===== src/rtl/core/zero_run_pixel_line_encoder_top_assert.svh =====
// Assertion macros shared by the zero-run encoder RTL.
// Needs clk_i and rst_ni in the scope where a macro is used.
`ifndef ZERO_RUN_PIXEL_LINE_ENCODER_TOP_ASSERT_SVH
`define ZERO_RUN_PIXEL_LINE_ENCODER_TOP_ASSERT_SVH

// The consequent must hold in the same cycle as the antecedent.
`define ZRLE_ASSERT_NOW(label, ante, cons) \
  label: assert property (@(posedge clk_i) disable iff (!rst_ni) (ante) |-> (cons)) \
    else $error("zrle assertion failed");

// The consequent must hold in the cycle after the antecedent.
`define ZRLE_ASSERT_NEXT(label, ante, cons) \
  label: assert property (@(posedge clk_i) disable iff (!rst_ni) (ante) |=> (cons)) \
    else $error("zrle assertion failed");

`endif


===== src/rtl/core/zrle_pkg.sv =====
// Package for the zero-run pixel line encoder.
// Holds item modes, byte constants and the byte job type; no dependencies.
`timescale 1ns / 1ps

package zrle_pkg;

  // Item modes.
  localparam logic [1:0] MODE_FRAME = 2'd0;
  localparam logic [1:0] MODE_LINE  = 2'd1;
  localparam logic [1:0] MODE_PIXEL = 2'd2;

  localparam logic [7:0]  SYNC_BYTE = 8'hA5;
  localparam logic [7:0]  RUN_FLAG  = 8'h80;
  localparam int unsigned RUN_W     = 15;
  localparam logic [RUN_W-1:0] RUN_MAX = 15'h7FFF;

  localparam int unsigned JOB_BYTES = 4;
  localparam int unsigned NB_W      = 3;

  // A group of output bytes caused by one item; data[0] goes out first.
  typedef struct packed {
    logic [NB_W-1:0]             nbytes;
    logic [JOB_BYTES-1:0][7:0]   data;
  } zrle_job_t;

endpackage


===== src/rtl/core/zero_run_pixel_line_encoder_top.sv =====
// Channel | direction | signals
// --------+-----------+-----------------------------------------------
// input   | in        | in_valid_i, in_ready_o, mode_i, value_i, line_end_i
// output  | out       | out_valid_o, out_ready_i, out_byte_o, last_o
//
// An item is accepted whenever the job queue has room; items that cause
// no bytes never enter the queue. Output runs at one byte per cycle while
// out_ready_i is high and a job is queued; an item makes up to four bytes,
// and the output port sets the sustained rate. Reset clears the run counter,
// the queue pointers and count and the output valid flag; no clearing pass
// is needed. Either side may stall freely; the queue keeps the other side moving.
//
// Top level of the zero-run pixel line encoder.
// Depends on zrle_pkg, zrle_front, zrle_fifo and zrle_back.
`timescale 1ns / 1ps

module zero_run_pixel_line_encoder_top #(
  parameter int unsigned QUEUE_DEPTH = 2
) (
  input  logic        clk_i,
  input  logic        rst_ni,
  input  logic        in_valid_i,
  output logic        in_ready_o,
  input  logic [1:0]  mode_i,
  input  logic [15:0] value_i,
  input  logic        line_end_i,
  output logic        out_valid_o,
  input  logic        out_ready_i,
  output logic [7:0]  out_byte_o,
  output logic        last_o
);
  import zrle_pkg::*;

  logic      q_full;
  logic      q_push;
  logic      q_valid;
  logic      q_pop;
  zrle_job_t push_job;
  zrle_job_t pop_job;

  // Classification and run tracking.
  zrle_front u_front (
    .clk_i      (clk_i),
    .rst_ni     (rst_ni),
    .in_valid_i (in_valid_i),
    .in_ready_o (in_ready_o),
    .mode_i     (mode_i),
    .value_i    (value_i),
    .line_end_i (line_end_i),
    .q_full_i   (q_full),
    .push_o     (q_push),
    .job_o      (push_job)
  );

  // Job queue.
  zrle_fifo #(
    .DEPTH (QUEUE_DEPTH)
  ) u_fifo (
    .clk_i   (clk_i),
    .rst_ni  (rst_ni),
    .push_i  (q_push),
    .job_i   (push_job),
    .full_o  (q_full),
    .valid_o (q_valid),
    .pop_i   (q_pop),
    .job_o   (pop_job)
  );

  // Byte serializer.
  zrle_back u_back (
    .clk_i       (clk_i),
    .rst_ni      (rst_ni),
    .job_valid_i (q_valid),
    .job_i       (pop_job),
    .pop_o       (q_pop),
    .out_valid_o (out_valid_o),
    .out_ready_i (out_ready_i),
    .out_byte_o  (out_byte_o),
    .last_o      (last_o)
  );

endmodule


===== src/rtl/core/zrle_front.sv =====
// Front end: accepts items, tracks the zero run and builds byte jobs.
// Depends on zrle_pkg.
`timescale 1ns / 1ps

module zrle_front (
  input  logic               clk_i,
  input  logic               rst_ni,
  input  logic               in_valid_i,
  output logic               in_ready_o,
  input  logic [1:0]         mode_i,
  input  logic [15:0]        value_i,
  input  logic               line_end_i,
  input  logic               q_full_i,
  output logic               push_o,
  output zrle_pkg::zrle_job_t job_o
);
  import zrle_pkg::*;

  logic [RUN_W-1:0] zero_run_q, zero_run_d;
  logic [RUN_W-1:0] run_inc;
  logic             accept;
  zrle_job_t        job;

  assign in_ready_o = !q_full_i;
  assign accept     = in_valid_i && in_ready_o;

  // Saturating increment of the run counter.
  assign run_inc = (zero_run_q == RUN_MAX) ? RUN_MAX : zero_run_q + {{(RUN_W-1){1'b0}}, 1'b1};

  // Classify the item into a byte job and the next run count.
  always_comb begin
    job        = '0;
    zero_run_d = zero_run_q;
    unique case (mode_i)
      MODE_FRAME: begin
        job.nbytes  = NB_W'(3);
        job.data[0] = SYNC_BYTE;
        job.data[1] = value_i[7:0];
        job.data[2] = value_i[15:8];
        zero_run_d  = '0;
      end
      MODE_LINE: begin
        job.nbytes  = NB_W'(2);
        job.data[0] = value_i[7:0];
        job.data[1] = value_i[15:8];
        zero_run_d  = '0;
      end
      MODE_PIXEL: begin
        if (value_i == 16'd0) begin
          if (line_end_i) begin
            // The counted run is never zero here, so it is always flushed.
            job.nbytes  = NB_W'(2);
            job.data[0] = run_inc[7:0];
            job.data[1] = RUN_FLAG | {1'b0, run_inc[RUN_W-1:8]};
            zero_run_d  = '0;
          end else begin
            zero_run_d = run_inc;
          end
        end else if (zero_run_q != '0) begin
          job.nbytes  = NB_W'(4);
          job.data[0] = zero_run_q[7:0];
          job.data[1] = RUN_FLAG | {1'b0, zero_run_q[RUN_W-1:8]};
          job.data[2] = value_i[7:0];
          job.data[3] = value_i[15:8];
          zero_run_d  = '0;
        end else begin
          job.nbytes  = NB_W'(2);
          job.data[0] = value_i[7:0];
          job.data[1] = value_i[15:8];
          zero_run_d  = '0;
        end
      end
      default: begin
        job = '0;
      end
    endcase
  end

  // Items that cause no bytes are not queued.
  assign push_o = accept && (job.nbytes != '0);
  assign job_o  = job;

  // Run counter.
  always_ff @(posedge clk_i or negedge rst_ni) begin
    if (!rst_ni) begin
      zero_run_q <= '0;
    end else if (accept) begin
      zero_run_q <= zero_run_d;
    end
  end

endmodule


===== src/rtl/core/zrle_fifo.sv =====
// Short job queue between the front end and the byte serializer.
// Depends on zrle_pkg and the assertion macro header.
`timescale 1ns / 1ps
`include "zero_run_pixel_line_encoder_top_assert.svh"

module zrle_fifo #(
  parameter int unsigned DEPTH = 2
) (
  input  logic                clk_i,
  input  logic                rst_ni,
  input  logic                push_i,
  input  zrle_pkg::zrle_job_t job_i,
  output logic                full_o,
  output logic                valid_o,
  input  logic                pop_i,
  output zrle_pkg::zrle_job_t job_o
);
  import zrle_pkg::*;

  localparam int unsigned PTR_W = (DEPTH > 1) ? $clog2(DEPTH) : 1;
  localparam int unsigned CNT_W = $clog2(DEPTH + 1);

  zrle_job_t         slots_q [DEPTH];
  logic [PTR_W-1:0]  wr_ptr_q, wr_ptr_d;
  logic [PTR_W-1:0]  rd_ptr_q, rd_ptr_d;
  logic [CNT_W-1:0]  count_q, count_d;
  logic              do_pop;

  assign full_o  = (count_q == CNT_W'(DEPTH));
  assign valid_o = (count_q != '0);
  assign job_o   = slots_q[rd_ptr_q];
  assign do_pop  = pop_i && valid_o;

  // Pointer and count updates, wrapping at the depth.
  always_comb begin
    wr_ptr_d = wr_ptr_q;
    rd_ptr_d = rd_ptr_q;
    count_d  = count_q;
    if (push_i) begin
      wr_ptr_d = (wr_ptr_q == PTR_W'(DEPTH - 1)) ? '0 : wr_ptr_q + PTR_W'(1);
    end
    if (do_pop) begin
      rd_ptr_d = (rd_ptr_q == PTR_W'(DEPTH - 1)) ? '0 : rd_ptr_q + PTR_W'(1);
    end
    if (push_i && !do_pop) begin
      count_d = count_q + CNT_W'(1);
    end else if (!push_i && do_pop) begin
      count_d = count_q - CNT_W'(1);
    end
  end

  always_ff @(posedge clk_i or negedge rst_ni) begin
    if (!rst_ni) begin
      wr_ptr_q <= '0;
      rd_ptr_q <= '0;
      count_q  <= '0;
    end else begin
      wr_ptr_q <= wr_ptr_d;
      rd_ptr_q <= rd_ptr_d;
      count_q  <= count_d;
    end
  end

  // Job storage.
  always_ff @(posedge clk_i) begin
    if (push_i) begin
      slots_q[wr_ptr_q] <= job_i;
    end
  end

  `ZRLE_ASSERT_NOW(a_fifo_no_overflow, push_i, !full_o || do_pop)
  `ZRLE_ASSERT_NOW(a_fifo_count_bound, 1'b1, count_q <= CNT_W'(DEPTH))
  `ZRLE_ASSERT_NEXT(a_fifo_push_lands, push_i && !do_pop, count_q != '0)

endmodule


===== src/rtl/core/zrle_back.sv =====
// Back end: serializes queued byte jobs, one byte per cycle while out_ready_i is high, into an output register.
// Depends on zrle_pkg.
`timescale 1ns / 1ps

module zrle_back (
  input  logic                clk_i,
  input  logic                rst_ni,
  input  logic                job_valid_i,
  input  zrle_pkg::zrle_job_t job_i,
  output logic                pop_o,
  output logic                out_valid_o,
  input  logic                out_ready_i,
  output logic [7:0]          out_byte_o,
  output logic                last_o
);
  import zrle_pkg::*;

  logic [JOB_BYTES-1:0][7:0] cur_q, cur_d;
  logic [NB_W-1:0]           rem_q, rem_d;
  logic                      out_valid_q, out_valid_d;
  logic [7:0]                out_byte_q, out_byte_d;
  logic                      last_q, last_d;
  logic                      out_load;
  logic                      emit;
  logic                      cur_done;

  // The output register takes a new byte when empty or being drained.
  assign out_load = !out_valid_q || out_ready_i;
  assign emit     = out_load && (rem_q != '0);
  assign cur_done = (rem_q == '0) || ((rem_q == NB_W'(1)) && out_load);
  assign pop_o    = job_valid_i && cur_done;

  // Shift register of the current job and the output stage.
  always_comb begin
    cur_d       = cur_q;
    rem_d       = rem_q;
    out_valid_d = out_valid_q;
    out_byte_d  = out_byte_q;
    last_d      = last_q;
    if (out_load) begin
      out_valid_d = emit;
      out_byte_d  = cur_q[0];
      last_d      = (rem_q == NB_W'(1));
    end
    if (pop_o) begin
      cur_d = job_i.data;
      rem_d = job_i.nbytes;
    end else if (emit) begin
      cur_d = cur_q >> 8;
      rem_d = rem_q - NB_W'(1);
    end
  end

  always_ff @(posedge clk_i or negedge rst_ni) begin
    if (!rst_ni) begin
      rem_q       <= '0;
      out_valid_q <= 1'b0;
    end else begin
      rem_q       <= rem_d;
      out_valid_q <= out_valid_d;
    end
  end

  always_ff @(posedge clk_i) begin
    cur_q      <= cur_d;
    out_byte_q <= out_byte_d;
    last_q     <= last_d;
  end

  assign out_valid_o = out_valid_q;
  assign out_byte_o  = out_byte_q;
  assign last_o      = last_q;

endmodule

===== config.mk =====
export PLATFORM = sky130hd
export DESIGN_NAME = zero_run_pixel_line_encoder_top
export DESIGN_NICKNAME = d
export VERILOG_FILES = /design/src/rtl/core/zrle_pkg.sv /design/src/rtl/core/zero_run_pixel_line_encoder_top.sv /design/src/rtl/core/zrle_front.sv /design/src/rtl/core/zrle_fifo.sv /design/src/rtl/core/zrle_back.sv
export VERILOG_INCLUDE_DIRS = /design/src /design/src/rtl/core
export SDC_FILE = /design/constraint.sdc
export NUM_CORES = 1
export LEC_CHECK = 0
export BUFFER_PORTS_ARGS = -buffer_cell sky130_fd_sc_hd__buf_2
export CELL_PAD_IN_SITES_DETAIL_PLACEMENT = 1
export CELL_PAD_IN_SITES_GLOBAL_PLACEMENT = 1
export CORE_ASPECT_RATIO = 1.2
export CORE_MARGIN = 2
export CORE_UTILIZATION = 45
export CTS_CLUSTER_SIZE = 8
export DETAILED_ROUTE_END_ITERATION = 16
export PLACE_DENSITY = 0.8
export SYNTH_ARGS = -nofsm -noshare
export SYNTH_HDL_FRONTEND = slang
export SYNTH_SLANG_ARGS = --single-unit

===== constraint.sdc =====
create_clock -name clk_i -period 2.8 [get_ports clk_i]
set_input_delay 0.56 -clock clk_i [delete_from_list [all_inputs] [get_ports clk_i]]
set_output_delay 0.56 -clock clk_i [all_outputs]
set_load 0.03 [all_outputs]

==> flow_summary_export.csv, run 1 <==
group,metric,value,unit
sta,grt_setup_unrepaired,"false",
die,boundaryPins,34,
sta,drv_slew,0,
finish,final-instance-count-excl-fill,752,
sta,maxSlewHeadroom,0.574,
critical_path,crit-reg2reg-launch,"u_front.zero_run_q[0]$_DFFE_PN0P_",
power_and_ir_drop,switchingPower,0.00214,W
power_and_ir_drop,pwr-share-comb,0.234,
logic_synthesis,synth_seq_cells,134,
sta,clock-skew-final,4.46,ps
grt,first_pass_grt_wire_length,27300,um
drt,drt-vias-per-instance,6.02,
critical_path,cp_common_cell,"sky130_fd_sc_hd__buf_4",
finish,nFillCells,1422,
die,start_util,0.462,
critical_path,crit_path_max_fanout,7,
power_and_ir_drop,finalPower,0.00698,W
clock_tree,cts-buffers-inserted,17,
drt,detailroute.via_count,4530,
power_and_ir_drop,internal-power,0.00483,W
die,coreArea,0.0138,mm2
power_and_ir_drop,power.switching_fraction,0.307,
critical_path,worstPathRequired,3090,ps
sta,timing_worst_slew_pin_value,630,ps
logic_synthesis,synth-edff-count,111,
place,place.gp.congestion,0.910,
finish,areaGrowthSynthToFinish,15.2,%
finish,insertedDiodeCount,0,
finish,layout-drive-gt1-share,0.188,
sta,setup_total_negative_slack,0,ps
min_path,path_type_of_the_worst_min_delay_path,"input port to asynchronous set/reset pin",
critical_path,critical_path.reg2reg.endpoint,"u_fifo.slots_q[0][10]$_DFFE_PP_",
grt,largest_net_degree_at_the_start_of_global_routing,40,
critical_path,worst-setup-path-type,"register to register",
place,dp_hpwl,11900,um
finish,final_cell_area,0.00735,mm2
sta,fin_crit_sh,0.980,
flow_run,drv.max_cap_violation_count,0,
logic_synthesis,synth.top_cells.by_area,"sky130_fd_sc_hd__edfxtp_1 (52%), sky130_fd_sc_hd__dfrtp_1 (9.0%), sky130_fd_sc_hd__mux2i_1 (6.0%), sky130_fd_sc_hd__o21ai_0 (3.8%), sky130_fd_sc_hd__nand2_1 (3.2%)",
drt,postRouteWirelength,17100,um
place,placedInstanceArea,0.00678,mm2
grt,antenna_violations_before_repair,0,
logic_synthesis,synth.cell_area,0.00638,mm2
place,placement.io_buffers,33,
clock_tree,htreeDepth,4,
status,outcome,"finished clean",
clock_tree,clock-root-buffer,"sky130_fd_sc_hd__clkbuf_16",
sta,layout_min_cycle_time,2740,ps
logic_synthesis,ys_seq_area_frac,0.612,
sta,setup_viol,0,
clock_tree,clockBufferDepth,2,
critical_path,kind_of_capture_point_of_the_worst_setup_path,"register",
critical_path,r2r_slack,60,ps
grt,grt_util_all_layers,0.238,
grt,number_of_global_route_vias_before_repair,4877,
logic_synthesis,postSynth.topFlopCell,"sky130_fd_sc_hd__edfxtp_1",
logic_synthesis,postSynth.asyncResetShare,0.172,
die,floorplan.rows,47,
drt,detail_route.drc_violations,0,
clock_tree,tritoncts,"built",
logic_synthesis,syn_area_per_cell,12.1,um2
critical_path,cp_cell_sequence,"inv_1, ha_1, nor4b_1, buf_4, and4_1, a211oi_1, o32ai_1, buf_4",
critical_path,crit_arrival,3030,ps
clock_tree,cts_hold_buffers,0,
logic_synthesis,syn_nets,557,
power_and_ir_drop,seq_pwr_share,0.456,
critical_path,worst-r2r-cell-count,8,
sta,timing.fmax,364,MHz
power_and_ir_drop,power.share.clock,0.311,
logic_synthesis,number_of_unique_standard_cell_types_used_by_synthesis,64,
logic_synthesis,post_synth_inst_count,528,
die,floorplan.die_area,0.0152,mm2
logic_synthesis,synth.yosys.warnings,0,
drt,routedWlPerCell,22.8,um
critical_path,worst_path_max_delay_cell,"sky130_fd_sc_hd__nor4b_1",
logic_synthesis,yosysTopAreaCellShare,0.522,
power_and_ir_drop,ir_drop,0.738,mV
logic_synthesis,synthDominantAreaCellType,"sky130_fd_sc_hd__edfxtp_1",
die,x_dimension_of_the_die,113,um
power_and_ir_drop,power.static_leakage,2.81,nW
finish,final_nets,597,
critical_path,worst_setup_path_start_kind,"register",
drt,antenna_violating_nets_post_route,0,
critical_path,crit_path_max_incr_delay,530,ps
place,place.detailed.instances,720,
drt,dr.first_iter.drc_count,320,
power_and_ir_drop,pwr_density_cell,949,mW/mm2
die,die_y,134,um
sta,finalHoldViolations,0,
grt,globalRouteOverflowTotal,0,
drt,drt_first_pass_iters,4,
clock_tree,clk-insertion-delay-late,420,ps
clock_tree,clkSinkCount,134,
clock_tree,clk_transition_reported_paths,60,ps
==> placed cells by master (no fill, tap or decap), types with 3 or more instances in the layout <==
cell	Yosys	routed
sky130_fd_sc_hd__a211oi_1	4	4
sky130_fd_sc_hd__a21oi_1	23	23
sky130_fd_sc_hd__a22o_1	11	11
sky130_fd_sc_hd__a31oi_1	6	6
sky130_fd_sc_hd__a41oi_1	3	3
sky130_fd_sc_hd__and2_1	9	9
sky130_fd_sc_hd__and3_1	4	4
sky130_fd_sc_hd__buf_2	7	33
sky130_fd_sc_hd__buf_4	2	24
sky130_fd_sc_hd__clkbuf_1	20	4
sky130_fd_sc_hd__clkbuf_16	0	17
sky130_fd_sc_hd__clkinv_2	0	4
sky130_fd_sc_hd__dfrtp_1	23	22
sky130_fd_sc_hd__edfxtp_1	111	111
sky130_fd_sc_hd__ha_1	6	6
sky130_fd_sc_hd__inv_1	13	13
sky130_fd_sc_hd__mux2i_1	38	38
sky130_fd_sc_hd__nand2_1	54	53
sky130_fd_sc_hd__nand2b_1	9	9
sky130_fd_sc_hd__nand3_1	14	14
sky130_fd_sc_hd__nand4_1	3	3
sky130_fd_sc_hd__nor2_1	23	23
sky130_fd_sc_hd__nor3_1	3	3
sky130_fd_sc_hd__nor3b_1	3	3
sky130_fd_sc_hd__nor4_1	6	6
sky130_fd_sc_hd__nor4_2	5	5
sky130_fd_sc_hd__o21ai_0	48	48
sky130_fd_sc_hd__o21ai_1	14	14
sky130_fd_sc_hd__o31ai_1	6	6
sky130_fd_sc_hd__or2_2	3	3
sky130_fd_sc_hd__xnor2_1	4	4
sky130_fd_sc_hd__xor2_1	4	4
==> cell usage after synthesis (all sizes together), types with 4 or more instances <==
| library cell | count |
|---|---|
| mux2i | 38 |
| nor4 | 13 |
| o21ai | 63 |
| o31ai | 7 |
| nor3 | 4 |
| inv | 13 |
| and2 | 9 |
| a22o | 11 |
| buf | 15 |
| ha | 6 |
| a21oi | 23 |
| xor2 | 4 |
| dfrtp | 23 |
| nand2b | 9 |
| edfxtp | 111 |
| nand4 | 5 |
| xnor2 | 4 |
| nand2 | 54 |
| nand3 | 15 |
| clkbuf | 21 |
| nor2 | 23 |
| and3 | 4 |
| a211oi | 4 |
| a31oi | 6 |
==> worst max-delay path by stage <==
stage / startpoint / end / slack, ps / depth (start not counted)
after detailed placement: value_i[13] / u_fifo.slots_q[1][16]$_DFFE_PP_ / 100 / 7
after global placement: u_front.zero_run_q[0]$_DFFE_PN0P_ / u_fifo.slots_q[0][7]$_DFFE_PP_ / 280 / 8
after global routing: u_front.zero_run_q[0]$_DFFE_PN0P_ / u_fifo.slots_q[0][5]$_DFFE_PP_ / 80 / 8
after floorplan: mode_i[0] / u_fifo.slots_q[0][0]$_DFFE_PP_ / 120 / 4
after CTS: u_front.zero_run_q[0]$_DFFE_PN0P_ / u_fifo.slots_q[0][16]$_DFFE_PP_ / 30 / 8
final: u_front.zero_run_q[0]$_DFFE_PN0P_ / u_fifo.slots_q[0][10]$_DFFE_PP_ / 60 / 8
==> routing by layer <==
metal	track usage	vias up	routed length, um
li1	-	2080	-
met1	0.280	2289	6730
met2	0.415	119	9070
met3	0.0530	42	761
met4	0.111	0	568
met5	0	-	0
==> sequential cells by signal, indices dropped and copies added (netlist names) <==
register / cells
u_fifo.slots_q: 70
u_back.cur_q: 32
u_front.zero_run_q: 15
u_back.out_byte_o: 8
u_back.rem_q: 3
u_fifo.count_q: 2
u_back.last_o: 1
u_back.out_valid_o: 1
u_fifo.rd_ptr_q: 1
u_fifo.wr_ptr_q: 1
==> cell type report <==
type,count,area [um2],share of cell area
Inverter,14,52.6,0.00715
Multi-Input combinational cell,344,2260,0.307
Clock inverter,9,104,0.0141
Sequential cell,134,3910,0.532
Clock buffer,23,468,0.0636
Timing Repair Buffer,57,345,0.0470
Tap cell,171,214,0.0291
==> what timing repair did <==
| action | in CTS | in global routing |
|---|---|---|
| resized for setup | 0 | 1 |
| setup buffers | 0 | 0 |
| setup endpoints to repair | 0 | 2 |
==> power by group through the flow <==
stage	Combinational, W	Sequential, W	Clock, W
after floorplan	0.00107	0.00319	0
after detailed placement	0.00164	0.00322	0
after CTS	0.00166	0.00319	0.00219
after global routing	0.00181	0.00323	0.00230
after global placement	0.00154	0.00317	0
final	0.00163	0.00318	0.00217
==> cells by family after synthesis <==
group / synth area share
multiplexers: 0.0613
AND/OR/NAND/NOR: 0.134
adder cells (fa/ha/maj): 0.0118
flip-flops: 0.612
AO/OA/AOI/OAI: 0.134
buffers and inverters: 0.0357
XOR/XNOR: 0.0110
==> worst max-delay path: cells and delay by family (launching register included) <==
kind                     cells  cell delay [ps]
adder cells (fa/ha/maj)      1              160
AND/OR/NAND/NOR              2              970
AO/OA/AOI/OAI                2              530
flip-flops                   1              420
buffers and inverters        3              530
==> stage by stage <==
stage / utilization / setup WS (ps) / hold WS (ps)
floorplan: - / 116 / 264
global placement: 0.490 / 281 / 400
detailed placement: 0.490 / 101 / 411
CTS: 0.532 / 33.0 / 173
global route: 0.532 / 75.1 / 194
finish: 0.532 / 56.1 / 161
No activity file was read; power rests on OpenSTA's default activity.
==> run 2, diff against run 1 <==
- ABC_AREA: default -> 1
- CORE_UTILIZATION: 45 -> 43
- PLACE_DENSITY: 0.8 -> default
- PLACE_DENSITY_LB_ADDON: default -> 0.1
==> flow_summary_export.csv, run 2 <==
group,metric,value,unit
status,outcome,"finished clean",
finish,largest_register_ffs,70,
logic_synthesis,synth.top_cells.by_area,"sky130_fd_sc_hd__edfxtp_1 (52%), sky130_fd_sc_hd__nand2_1 (11%), sky130_fd_sc_hd__dfrtp_1 (9.0%), sky130_fd_sc_hd__nor2_1 (4.2%), sky130_fd_sc_hd__inv_1 (3.0%)",
logic_synthesis,synthMuxAreaShare,0,
finish,final-instance-count-excl-fill,913,
grt,first_pass_grt_wire_length,28500,um
critical_path,worst-path-buf-inv,2,
critical_path,setup.worst_path.start,"u_front.zero_run_q[0]$_DFFE_PN0P_",
critical_path,worst_setup_path_start_kind,"register",
clock_tree,cts-buffers-inserted,17,
logic_synthesis,syn_nets,685,
drt,antenna_violating_nets_post_route,0,
critical_path,critical-path-top-delay-family,"simple AND/OR/NAND/NOR gates",
place,placement.io_buffers,33,
sta,fin_crit_sh,0.906,
clock_tree,clockBufferDepth,2,
power_and_ir_drop,power.static_leakage,3.11,nW
power_and_ir_drop,power.switching_fraction,0.339,
critical_path,crit_path_max_fanout,10,
logic_synthesis,synth_seq_cells,134,
logic_synthesis,synthAdderAreaFrac,0.0117,
drt,detail_route.drc_violations,0,
drt,detailroute.via_count,4794,
die,die_y,138,um
logic_synthesis,ys_seq_area_frac,0.611,
clock_tree,clk-insertion-delay-late,430,ps
logic_synthesis,dominant_combinational_cell_family_by_area_after_synthesis,"simple AND/OR/NAND/NOR gates",
critical_path,worst_path_max_delay_cell,"sky130_fd_sc_hd__dfrtp_1",
critical_path,crit_path_max_incr_delay,400,ps
sta,finalHoldWorstSlack,164,ps
finish,mostFrequentLayoutCell,"sky130_fd_sc_hd__nand2_1",
sta,grt_setup_unrepaired,"false",
sta,clock-skew-final,24.4,ps
power_and_ir_drop,pwr-share-comb,0.275,
logic_synthesis,synthXorXnorAreaFrac,0.0123,
drt,routedWlPerCell,20.1,um
critical_path,worstPathRequired,3080,ps
power_and_ir_drop,power.share.clock,0.297,
place,dp_hpwl,13400,um
logic_synthesis,synth_compound_area_frac,0.0915,
grt,number_of_global_route_vias_before_repair,5173,
logic_synthesis,synthDominantAreaCellType,"sky130_fd_sc_hd__edfxtp_1",
place,placedInstanceArea,0.00683,mm2
critical_path,crit-reg2reg-launch,"u_front.zero_run_q[0]$_DFFE_PN0P_",
drt,postRouteWirelength,18300,um
finish,areaGrowthSynthToFinish,15.8,%
die,floorplan.rows,48,
sta,layout_min_cycle_time,2540,ps
place,place.gp.congestion,0.945,
drt,drt-vias-per-instance,5.25,
clock_tree,post-cts-setup-buffer-count,0,
critical_path,critPathCapture,"u_fifo.count_q[1]$_DFFE_PN0P_",
critical_path,critical_path.reg2reg.endpoint,"u_fifo.count_q[1]$_DFFE_PN0P_",
sta,setup_total_negative_slack,0,ps
critical_path,cp_common_cell,"sky130_fd_sc_hd__nand3_2",
die,start_util,0.442,
flow_run,drv.max_cap_violation_count,0,
place,dp_slack,200,ps
logic_synthesis,syn_area_per_cell,9.76,um2
power_and_ir_drop,pwr_density_cell,990,mW/mm2
grt,largest_net_degree_at_the_start_of_global_routing,38,
sta,timing.final.ws_setup,263,ps
critical_path,crit_arrival,2820,ps
critical_path,critical_path_depth_in_cells,14,
sta,maxSlewHeadroom,0.570,
grt,globalRouteOverflowTotal,0,
finish,layout_top_registers,"u_fifo.slots_q (70), u_back.cur_q (32), u_front.zero_run_q (15)",
power_and_ir_drop,ir_drop,0.374,mV
sta,timing.fmax,394,MHz
clock_tree,clock-root-buffer,"sky130_fd_sc_hd__clkbuf_16",
logic_synthesis,post_synth_and_or_nand_nor_area_fraction,0.215,
logic_synthesis,synth.yosys.warnings,0,
min_path,path_type_of_the_worst_min_delay_path,"input port to asynchronous set/reset pin",
clock_tree,clkSinkCount,134,
logic_synthesis,postSynth.asyncResetShare,0.172,
critical_path,worst-setup-path-type,"register to register",
grt,grt_util_all_layers,0.246,
power_and_ir_drop,internal-power,0.00485,W
finish,final_cell_mix,"sky130_fd_sc_hd__nand2_1 (187), sky130_fd_sc_hd__edfxtp_1 (111), sky130_fd_sc_hd__nor2_1 (71), sky130_fd_sc_hd__inv_1 (52), sky130_fd_sc_hd__buf_2 (33)",
logic_synthesis,yosys-top-cells-count,"sky130_fd_sc_hd__nand2_1 (187), sky130_fd_sc_hd__edfxtp_1 (111), sky130_fd_sc_hd__nor2_1 (72)",
drt,drt_first_pass_iters,4,
logic_synthesis,synth-edff-count,111,
critical_path,worst-r2r-cell-count,14,
clock_tree,clk_transition_reported_paths,70,ps
power_and_ir_drop,seq_pwr_share,0.428,
finish,layout-drive-gt1-share,0.167,
finish,final_cell_area,0.00741,mm2
finish,regMostFlops,"u_fifo.slots_q",
logic_synthesis,postSynth.topFlopCell,"sky130_fd_sc_hd__edfxtp_1",
finish,nFillCells,1641,
clock_tree,tritoncts,"built",
clock_tree,htreeDepth,4,
drt,dr.first_iter.drc_count,297,
logic_synthesis,number_of_unique_standard_cell_types_used_by_synthesis,38,
power_and_ir_drop,switchingPower,0.00249,W
critical_path,cp_cell_sequence,"inv_1, ha_1, nand3_2, nor2_2, nand2_2, nand2_2, nand3_2, nand3_2, nand2_1, inv_1, ha_1, a21oi_1, o21ai_0, xor2_1",
die,boundaryPins,34,
sta,setup_viol,0,
die,coreArea,0.0145,mm2
logic_synthesis,yosysTopAreaCellShare,0.521,
critical_path,kind_of_capture_point_of_the_worst_setup_path,"register",
grt,antenna_violations_before_repair,0,
sta,finalHoldViolations,0,
clock_tree,cts_hold_buffers,0,
finish,insertedDiodeCount,0,
sta,timing_worst_slew_pin_value,645,ps
die,floorplan.die_area,0.0159,mm2
logic_synthesis,post_synth_inst_count,656,
logic_synthesis,yosys.cell_count.top_type,"sky130_fd_sc_hd__nand2_1",
clock_tree,post_cts.resized_instances,0,
critical_path,r2r_slack,260,ps
die,x_dimension_of_the_die,115,um
sta,drv_slew,0,
place,place.detailed.instances,881,
logic_synthesis,synth.cell_area,0.00640,mm2
finish,final_nets,729,
-- run 2: kinds of logic (layout without fill, tap and decap cells) --
| kind of cell | Yosys count | in the layout |
|---|---|---|
| compound gates | 103 | 103 |
| fa+ha+maj | 6 | 6 |
| simple gates | 316 | 316 |
| xor+xnor | 9 | 9 |
| buf+inv | 88 | 145 |
| flops | 134 | 134 |
-- run 2: power by group through the flow --
| stage | registers (W) | clock network (W) | logic [W] |
|---|---|---|---|
| final | 0.00314 | 0.00218 | 0.00202 |
| after global routing | 0.00320 | 0.00231 | 0.00227 |
| after CTS | 0.00315 | 0.00223 | 0.00205 |
| after detailed placement | 0.00318 | 0 | 0.00204 |
| after global placement | 0.00316 | 0 | 0.00196 |
| after floorplan | 0.00328 | 0 | 0.00122 |
-- run 2: layout make-up --
| cell class | count | area (um2) | share of cell area |
|---|---|---|---|
| clock buffers | 17 | 425 | 0.0574 |
| well taps | 200 | 250 | 0.0338 |
| clock inverters | 15 | 156 | 0.0211 |
| multi-input cells | 434 | 2120 | 0.286 |
| repair buffers | 47 | 295 | 0.0398 |
| inverters | 66 | 254 | 0.0343 |
| flip-flops and latches | 134 | 3910 | 0.527 |
-- run 2: routing by layer --
metal  wire [um]  vias to the layer above  share of wire  track usage
met5           0                        -              0            0
met4         770                        0          0.042        0.129
met3         588                       42          0.032       0.0422
met2        9650                       98           0.53        0.445
met1        7310                     2350           0.40        0.274
li1            -                     2304              -            -
-- run 2: per-stage QoR --
stage,utilization,total power [W]
after floorplan,-,0.00449
after global placement,0.472,0.00512
after detailed placement,0.472,0.00522
after CTS,0.512,0.00744
after global routing,0.512,0.00777
final,0.512,0.00734
-- run 2: worst min-delay path by stage --
stage | depth (start not counted) | end | start | slack (ps)
detailed placement | 0 | u_back.out_byte_o[7]$_DFFE_PN_ | u_back.cur_q[7]$_DFFE_PP_ | 410
floorplan | 0 | u_back.out_valid_o$_DFFE_PN0N_ | rst_ni | 260
global placement | 0 | u_back.out_byte_o[5]$_DFFE_PN_ | u_back.cur_q[5]$_DFFE_PP_ | 400
finish | 1 | u_front.zero_run_q[3]$_DFFE_PN0P_ | rst_ni | 160
CTS | 1 | u_back.out_valid_o$_DFFE_PN0N_ | rst_ni | 170
global route | 1 | u_fifo.count_q[0]$_DFFE_PN0P_ | rst_ni | 190
-- run 2: worst reg2reg max path, delay by kind of cell (launching register included) --
kind	cells	cell delay, ps
buffers and inverters	2	240
adders and majority gates	2	460
xor gates and xnor gates	1	160
and+or+nand+nor	7	900
AOI/OAI and AO/OA	2	240
DFF	1	400
